File: src/sv/wtsp_pkg.sv
package wtsp_pkg;

	localparam int COORD_FRAC_BITS = 16;
	localparam int COEF_FRAC_BITS  = 12;

	localparam int POS_W    = 32;
	localparam int RAD_W    = 31;
	localparam int COEF_W   = 16;
	localparam int NCOEF    = 4;
	localparam int NAXIS    = 4;
	localparam int VIEW_W   = 14;
	localparam int MARGIN_W = 10;
	localparam int CFG_W    = 64;
	localparam int IDX_W    = 3;

	// clip sums: three products of 33 x 16 bits plus the translation term
	localparam int PROD_W = POS_W + 1 + COEF_W;
	localparam int CLIP_W = PROD_W + 1;
	localparam int MAG_W  = CLIP_W;
	localparam int DEN_W  = CLIP_W;

	// divider
	localparam int B_W     = VIEW_W + COORD_FRAC_BITS;
	localparam int LO_W    = MAG_W / 2;
	localparam int HI_W    = MAG_W - LO_W;
	localparam int P_W     = MAG_W + B_W;
	localparam int QBITS   = 63;
	localparam int DIV_LAT = QBITS + 2;
	localparam logic [QBITS-1:0] QCAP = QBITS'(1) << (QBITS - 1);

	// screen values
	localparam int S_W  = 64;
	localparam int SC_W = 32;
	localparam logic signed [S_W-1:0] I32_MAX = 64'sd2147483647;
	localparam logic signed [S_W-1:0] I32_MIN = -64'sd2147483648;

	// radius
	localparam int D_W   = RAD_W;
	localparam int SQ_W  = 2 * D_W + 1;
	localparam int SQ_N  = (SQ_W + 1) / 2;
	localparam int RES_W = SQ_N;
	localparam logic [RAD_W-1:0] RAD_MAX = {RAD_W{1'b1}};

	localparam int FIFO_DEPTH = 4;
	localparam int FIFO_AW    = $clog2(FIFO_DEPTH);

	typedef enum logic [IDX_W-1:0] {
		REG_CLIP_X      = 3'd0,
		REG_CLIP_Y      = 3'd1,
		REG_CLIP_Z      = 3'd2,
		REG_CLIP_W      = 3'd3,
		REG_VIEW_WIDTH  = 3'd4,
		REG_VIEW_HEIGHT = 3'd5,
		REG_EDGE_MARGIN = 3'd6
	} reg_idx_t;

	typedef struct packed {
		logic [NAXIS-1:0][NCOEF-1:0][COEF_W-1:0] coef;
		logic [VIEW_W-1:0]                       width;
		logic [VIEW_W-1:0]                       height;
		logic [MARGIN_W-1:0]                     margin;
	} cfg_t;

	typedef struct packed {
		logic             nx_neg;
		logic [MAG_W-1:0] nx_mag;
		logic             ny_neg;
		logic [MAG_W-1:0] ny_mag;
		logic [DEN_W-1:0] den;
	} point_t;

	typedef struct packed {
		logic   vis;
		logic   evis;
		point_t ctr;
		point_t edg;
	} entry_t;

	typedef struct packed {
		logic vis;
		logic evis;
		logic cxn;
		logic cyn;
		logic exn;
		logic eyn;
	} side_t;

	typedef struct packed {
		logic signed [SC_W-1:0] cx32;
		logic signed [SC_W-1:0] cy32;
		logic                   vis;
		logic                   near;
		logic                   zero;
		logic                   satr;
	} tail_t;

endpackage

File: src/sv/wtsp_fifo.sv
module wtsp_fifo (
	input  logic             clk,
	input  logic             arst_n,
	input  logic             push,
	input  wtsp_pkg::entry_t wdata,
	output logic             full,
	input  logic             pop,
	output logic             empty,
	output wtsp_pkg::entry_t rdata
);
	import wtsp_pkg::*;

	entry_t             mem_q [FIFO_DEPTH];
	logic [FIFO_AW-1:0] wr_q, rd_q;
	logic [FIFO_AW:0]   cnt_q;

	assign full  = cnt_q == (FIFO_AW+1)'(FIFO_DEPTH);
	assign empty = cnt_q == '0;
	assign rdata = mem_q[rd_q];

	always_ff @(posedge clk or negedge arst_n) begin
		if (!arst_n) begin
			wr_q  <= '0;
			rd_q  <= '0;
			cnt_q <= '0;
		end else begin
			if (push) wr_q <= wr_q + 1'b1;
			if (pop) rd_q <= rd_q + 1'b1;
			cnt_q <= cnt_q + (FIFO_AW+1)'(push) - (FIFO_AW+1)'(pop);
		end
	end

	always_ff @(posedge clk) begin
		if (push) mem_q[wr_q] <= wdata;
	end

endmodule

File: config.mk
export PLATFORM = sky130hd
export DESIGN_NAME = wtsp_fifo
export DESIGN_NICKNAME = d
export VERILOG_FILES = /design/src/sv/wtsp_pkg.sv /design/src/sv/wtsp_fifo.sv
export SDC_FILE = /design/constraint.sdc
export NUM_CORES = 1
export LEC_CHECK = 0
export BUFFER_PORTS_ARGS = -buffer_cell sky130_fd_sc_hd__clkbuf_2
export CORE_ASPECT_RATIO = 1.4
export CORE_MARGIN = 2
export CORE_UTILIZATION = 30
export DETAILED_ROUTE_END_ITERATION = 10
export SETUP_SLACK_MARGIN = 0.4
export SYNTH_ARGS = -nofsm -noshare
export SYNTH_HDL_FRONTEND = slang
export SYNTH_SLANG_ARGS = --single-unit
File: constraint.sdc
create_clock -name clk -period 9.8 [get_ports clk]
set_clock_uncertainty 0.15 [all_clocks]
set_input_delay 0.49 -clock clk [delete_from_list [all_inputs] [get_ports clk]]
set_output_delay 0.49 -clock clk [all_outputs]
set_load 0.02 [all_outputs]
==> flow_metrics.py, run 1 <==
metrics = {
    "worst_setup_path": {
        "critPathRequiredTime_ps": 9160,
        "worstPathMaxFanout": 44,
        "worstSetupEndpointType": "output port",
        "critPathTopFamily": "buffers and inverters",
        "slowest_stage": "dfrtp_4",
        "crit_chain": "buf_4 -> buf_4 -> mux4_2 -> clkbuf_2",
        "crit_top_cell": "buf_4",
        "critPathKind": "register to output port",
        "crit_buf_inv": 3,
        "worstPathArrival_ps": 4090,
        "cp-start-kind": "register",
        "cpPeakStageDelay_ps": 850,
    },
    "sta": {
        "clock.fmax_mhz": 211.4,
        "max_slew_margin_pct": 27.75,
        "setup_viol": 0,
        "rsz0062_at_grt": "false",
        "finalCritPeriodShare_pct": 48.27,
        "finalCriticalPeriod_ps": 4731,
        "finalSetupTns_ps": 0,
        "hold_viol": 0,
        "maxSlewViolCount": 0,
        "tightest_slew_ps": 1084,
    },
    "power": {
        "power_leakage_nw": 19.22,
        "pwr-share-seq_pct": 42.2,
        "peakVddDrop_v": 0.0003050,
        "p_sw_mw": 5.481,
        "swShare_pct": 32.43,
        "power.internal_mw": 11.42,
        "power.density_mw_per_mm2": 298.1,
        "combPwrFrac_pct": 31.7,
        "clockPowerShare_pct": 26.0,
    },
    "synth": {
        "syn_inst": 1632,
        "syn-cell-area_mm2": 0.04448,
        "synth_top_family_by_area": "multiplexers",
        "yosys.area.top_type": "edfxtp_1",
        "synth_simple_gate_area_share_pct": 0.09846,
        "ys_types": 18,
        "synth_mux_area_share_pct": 15.49,
        "netlist_top_cells_area": "edfxtp_1 (83%), mux4_2 (15%), buf_2 (0.42%), dfrtp_1 (0.39%), buf_6 (0.35%)",
        "synth_fp_nets": 1949,
        "synth_seq_cells": 1231,
        "synth_xor_area_share_pct": 0.09846,
        "yosys.area.top_type_share_pct": 82.64,
        "synth_adder_area_share_pct": 0.2138,
        "synth-seq-area-share_pct": 83.03,
        "synth_warnings": 0,
        "synth-compound-area-share_pct": 0.01125,
        "avgSynthCellArea_um2": 27.25,
    },
    "cells_and_area": {
        "finalNonFillerCells": 4685,
        "drive_gt1_share_pct": 41.24,
        "design_area_mm2": 0.05669,
        "layout_commonest_cell": "edfxtp_1",
        "fin_nets": 2953,
        "layout_common_cells": "edfxtp_1 (1224), clkbuf_2 (617), dlygate4sd3_1 (310)",
        "area_growth_pct": 27.45,
        "final_util_pct": 38.43,
    },
    "clock_network": {
        "cts_tree": "built",
        "cts_max_path_buffers": 3,
        "cts_root_buf": "clkbuf_16",
        "clk_pin_slew_worst_paths_ps": 70,
        "htree_levels": 3,
        "numClockSinks": 1231,
        "insertion_delay_ps": 710,
        "numCtsBuffers": 115,
        "cts_setup_buffers": 0,
    },
    "floorplanning": {
        "die_area_mm2": 0.1514,
        "ios": 618,
        "core_area_mm2": 0.1475,
        "fp-row-count": 167,
        "die_y_um": 459.6,
        "die_w_um": 329.4,
        "start_util_pct": 30.15,
    },
    "drt": {
        "wl_met1_mm": 39.95,
        "viasPerCell": 4.481,
        "drc": 0,
        "dr.max_layer_used": "met5",
        "drtIter0Drc": 1221,
        "wl_met3_mm": 9.598,
        "drt-pass1-iter-count": 4,
        "final_antenna_net_count": 0,
        "vias": 20990,
        "wl_per_cell_um": 20.60,
        "wl_mm": 96.49,
        "met2_length_mm": 44.47,
    },
    "placed_design": {
        "numPortBuffers": 617,
        "gp_congestion": 0.7381,
        "place_area_mm2": 0.04983,
        "placed_cells": 4152,
        "dp_hpwl_mm": 59.21,
    },
    "grt": {
        "antenna_found_initial": 13,
        "grt_use_total_pct": 12.66,
        "grt_max_degree": 133,
        "grt_pass1_vias": 22650,
        "grt_pass1_wl_mm": 143.6,
        "grt-ovfl-total": 0,
    },
    "run_status": {
        "status": "finished, final reports clean",
    },
    "flow_run": {
        "maxCapViolCount": 0,
    },
    "hold_path": {
        "hold_class": "input pin to register",
    },
}
-- worst paths after layout --
check,startpoint,endpoint,slack [ps],cells past startpoint
worst max register to register,wr_q[1]$_DFFE_PN0P_,mem_q[1][129]$_DFFE_PP_,6270,5
worst max-delay path,rd_q[0]$_DFFE_PN0P_,rdata[104],5070,4
min in group asynchronous,arst_n,rd_q[0]$_DFFE_PN0P_,610,3
worst min-delay path,wdata[227],mem_q[0][227]$_DFFE_PP_,360,2
max in group asynchronous,arst_n,rd_q[1]$_DFFE_PN0P_,8610,3
worst min register to register,wr_q[0]$_DFFE_PN0P_,wr_q[0]$_DFFE_PN0P_,380,1
-- repair_timing --
action,CTS,global route
endpoints found under the hold margin,1236,0
hold buffers,310,0
resized for setup,0,0
-- synth_stat cells --
master and count:
and2_1 4, and3_1 1, buf_1 2, buf_2 37, buf_4 10, buf_6 14
clkbuf_1 5, dfrtp_1 7, edfxtp_1 1224, fa_1 1, ha_1 6, inv_1 6
mux4_2 306, nand2_1 2, nor3_1 1, o21ai_0 1, xnor2_1 3, xor2_1 2
-- area by class of cell --
| type | count | area (um^2) |
|---|---|---|
| fill | 13280 | 90830 |
| sequential | 1231 | 36940 |
| multi-input combinational | 327 | 7089 |
| timing repair buffer | 955 | 6451 |
| clock buffer | 136 | 2978 |
| tap | 1943 | 2431 |
| clock inverter | 80 | 759.5 |
| inverter | 6 | 22.52 |
| antenna | 7 | 17.52 |
-- logic make-up after synthesis --
logic type / after synthesis
flops: 1231
mux: 306
buf+inv: 74
simple gates: 8
fa+ha+maj: 7
xor+xnor: 5
compound gates: 1
-- state kept, by name, indices dropped and copies added, names as in the netlist --
name / count
rd_q: 2
wr_q: 2
mem_q: 1224
cnt_q: 3
-- per-stage QoR --
step	hold WS (ps)	power, mW	worst slack (ps)
detailed placement	199.0	12.66	5660
global route	313.5	17.71	4634
finish	358.9	16.90	5069
global placement	200.1	12.62	5652
floorplan	44.41	11.10	1402
CTS	253.0	17.22	4818
-- power groups by stage --
| stage | clock network, mW | logic, mW | registers [mW] |
|---|---|---|---|
| 6_report | 4.40 | 5.36 | 7.14 |
| 4_1_cts | 4.55 | 5.51 | 7.16 |
| 5_1_grt | 4.72 | 5.77 | 7.23 |
| 2_1_floorplan | 0 | 3.65 | 7.45 |
| 3_5_place_dp | 0 | 5.39 | 7.27 |
| 3_3_place_gp | 0 | 5.40 | 7.23 |
-- metal layers --
metal / vias to the layer above / GRT usage (%)
met3: 137 / 4.658
met1: 10950 / 16.39
met5: - / 0
met2: 730 / 19.47
li1: 9164 / -
met4: 14 / 4.601
(Power assumes the default switching activity.)
==> run 2: changes to the inputs <==
- ABC_AREA: unset -> 1
- clock period: 9.8 -> 3.9 ns (I/O delays scaled with it)
==> run 2 against run 1 <==
Against the previous run: synthesized cell count grew to 3.0 times the previous value; sequential cell count did not move; via count rose by 67%; register-to-register slack lost 4800 ps; critical endpoint is now rdata[100].
==> flow_metrics.py, run 2 <==
metrics = {
    "sta": {
        "maxSlewViolCount": 0,
        "rsz0062_at_grt": "false",
        "holdWs_ps": 75.09,
        "clock.fmax_mhz": 304.4,
        "finalSetupTns_ps": 0,
        "finalCriticalPeriod_ps": 3285,
        "max_slew_margin_pct": 8.196,
        "setup_viol": 0,
        "tightest_slew_ps": 1377,
        "finalCritPeriodShare_pct": 84.23,
        "hold_viol": 0,
    },
    "drt": {
        "vias": 34960,
        "drc": 0,
        "final_antenna_net_count": 0,
        "drtIter0Drc": 2439,
        "drt-pass1-iter-count": 5,
        "wl_per_cell_um": 15.79,
        "viasPerCell": 4.264,
        "wl_mm": 129.5,
    },
    "synth": {
        "netlist_top_cells_area": "edfxtp_1 (71%), nand2_1 (11%), inv_1 (9.0%), nand3_1 (5.9%), buf_2 (1.2%)",
        "synth_flop_cell": "edfxtp_1",
        "synth_seq_cells": 1231,
        "ys_top_cells_by_count": "nand2_1 (1541), inv_1 (1236), edfxtp_1 (1224), nand3_1 (613), buf_2 (123)",
        "yosys.area.top_type": "edfxtp_1",
        "avgSynthCellArea_um2": 10.66,
        "synth-seq-area-share_pct": 71.62,
        "synth_warnings": 0,
        "synth_edf_count": 1224,
        "synth_fp_nets": 5156,
        "synth.most_common_cell": "nand2_1",
        "syn-cell-area_mm2": 0.05156,
        "ys_types": 16,
        "syn_inst": 4839,
        "yosys.area.top_type_share_pct": 71.28,
        "async_flop_share_pct": 0.5686,
    },
    "cells_and_area": {
        "top_regs": "mem_q: 1224 flops, cnt_q: 3 flops",
        "layout_commonest_cell": "nand2_1",
        "drive_gt1_share_pct": 14.45,
        "finalNonFillerCells": 8199,
        "largest_reg_flops": 1224,
        "regMostFlops": "mem_q",
        "layout_common_cells": "nand2_1 (1537), inv_1 (1231), edfxtp_1 (1224)",
        "fin_nets": 6132,
        "final_util_pct": 37.88,
        "area_growth_pct": 25.92,
    },
    "hold_path": {
        "hp-start": "wdata[265]",
        "hold_class": "input pin to register",
        "whs_path_depth": 2,
        "hold_end": "mem_q[0][265]$_DFFE_PP_",
    },
    "flow_run": {
        "maxCapViolCount": 0,
    },
    "worst_setup_path": {
        "worstPathArrival_ps": 2940,
        "worstSetupEndpointType": "output port",
        "cp-start-kind": "register",
        "slowest_stage": "dfrtp_4",
        "critPathRequiredTime_ps": 3560,
        "cpPeakStageDelay_ps": 600,
        "reg2reg_from": "wr_q[1]$_DFFE_PN0P_",
        "r2r_cells": 5,
        "crit_chain": "buf_12 -> nand2_1 -> nand3_1 -> nand2_1 -> clkbuf_2",
        "worst-r2r-setup-slack_ps": 1520,
        "r2r_end": "mem_q[0][149]$_DFFE_PP_",
        "crit_top_cell": "nand2_1",
        "critPathKind": "register to output port",
        "worstPathMaxFanout": 180,
    },
    "floorplanning": {
        "core_area_mm2": 0.1714,
        "start_util_pct": 30.09,
        "die_area_mm2": 0.1753,
        "die_w_um": 354.4,
        "fp-row-count": 180,
        "ios": 618,
        "die_y_um": 494.5,
    },
    "grt": {
        "antenna_found_initial": 24,
        "grt_use_total_pct": 14.42,
        "grt_max_degree": 181,
        "grt_pass1_vias": 34080,
        "grt_pass1_wl_mm": 196.4,
        "grt-ovfl-total": 0,
    },
    "clock_network": {
        "insertion_delay_ps": 740,
        "numClockSinks": 1231,
        "cts_max_path_buffers": 3,
        "cts_tree": "built",
        "clk_pin_slew_worst_paths_ps": 60,
        "cts_root_buf": "clkbuf_16",
        "numCtsBuffers": 119,
        "htree_levels": 3,
    },
    "placed_design": {
        "numPortBuffers": 617,
        "gp_congestion": 0.7997,
        "dp_hpwl_mm": 78.76,
        "placed_cells": 7586,
    },
    "power": {
        "power_leakage_nw": 29.58,
        "peakVddDrop_v": 0.0006815,
        "power.density_mw_per_mm2": 735.3,
    },
    "run_status": {
        "status": "finished, final reports clean",
    },
}
run 2: cells by family (layout without fill, tap and decap cells):
family / Yosys count / count (layout) / share of synthesized area [%]
compound gates: 1 / 1 / 0.009697
xor+xnor: 3 / 3 / 0.05097
fa+ha+maj: 7 / 7 / 0.1844
buf+inv: 1441 / 2513 / 10.95
flops: 1231 / 1231 / 71.62
other cells: 0 / 13 / 0
simple gates: 2156 / 2156 / 17.19
run 2: worst max-delay path, delay by kind of cell (launching register included):
kind                   cells  cell delay (ps)
flip-flops                 1              600
AND/OR/NAND/NOR            3              460
buffers and inverters      2              520
run 2: power breakdown:
group	switching [mW]	internal, mW
combinational	13.7	5.19
clock	4.89	6.11
sequential	0.589	17.3
run 2: area by class of cell:
cell class,count,area [um^2]
antenna,13,32.53
clock buffer,140,3057
clock inverter,77,605.6
fill,16390,106500
inverter,1238,4696
multi-input combinational,2167,9006
sequential,1231,36940
tap,2275,2846
timing repair buffer,1058,7749
run 2: timing repair:
action | CTS | global route
endpoints found under the setup margin | 21 | 5
pin swaps | 0 | 0
hold buffers | 383 | 0
setup buffers | 0 | 0
resized for setup | 1 | 1
endpoints found under the hold margin | 1237 | 0
run 2: how the worst max path moves through the flow:
| stage | to | cells after the start | start | slack (ps) |
|---|---|---|---|---|
| 4_1_cts | rdata[205] | 4 | rd_q[1]$_DFFE_PN0P_ | 460 |
| 6_report | rdata[100] | 5 | rd_q[0]$_DFFE_PN0P_ | 610 |
| 2_1_floorplan | mem_q[0][0]$_DFFE_PP_ | 4 | wr_q[0]$_DFFE_PN0P_ | -1910 |
| 3_5_place_dp | rdata[146] | 6 | rd_q[1]$_DFFE_PN0P_ | 1200 |
| 3_3_place_gp | rdata[132] | 6 | rd_q[1]$_DFFE_PN0P_ | 1210 |
| 5_1_grt | rdata[48] | 6 | rd_q[1]$_DFFE_PN0P_ | 460 |
run 2: routing by layer:
layer  up-vias  wire length (um)  global-route usage, %
li1      17060                 -                      -
met1     16610             54700                  18.47
met2      1040             60860                  23.57
met3       217             10280                  3.749
met4        32              3421                  5.067
met5         -               204                      0
run 2: through the flow:
stage	cell area (um^2)	total power [mW]	setup slack, ps
floorplan	51600	30.27	-1914
global placement	57380	36.68	1213
detailed placement	57380	36.87	1198
CTS	64890	48.28	459.3
global route	64910	50.55	462.6
finish	64930	47.75	614.9
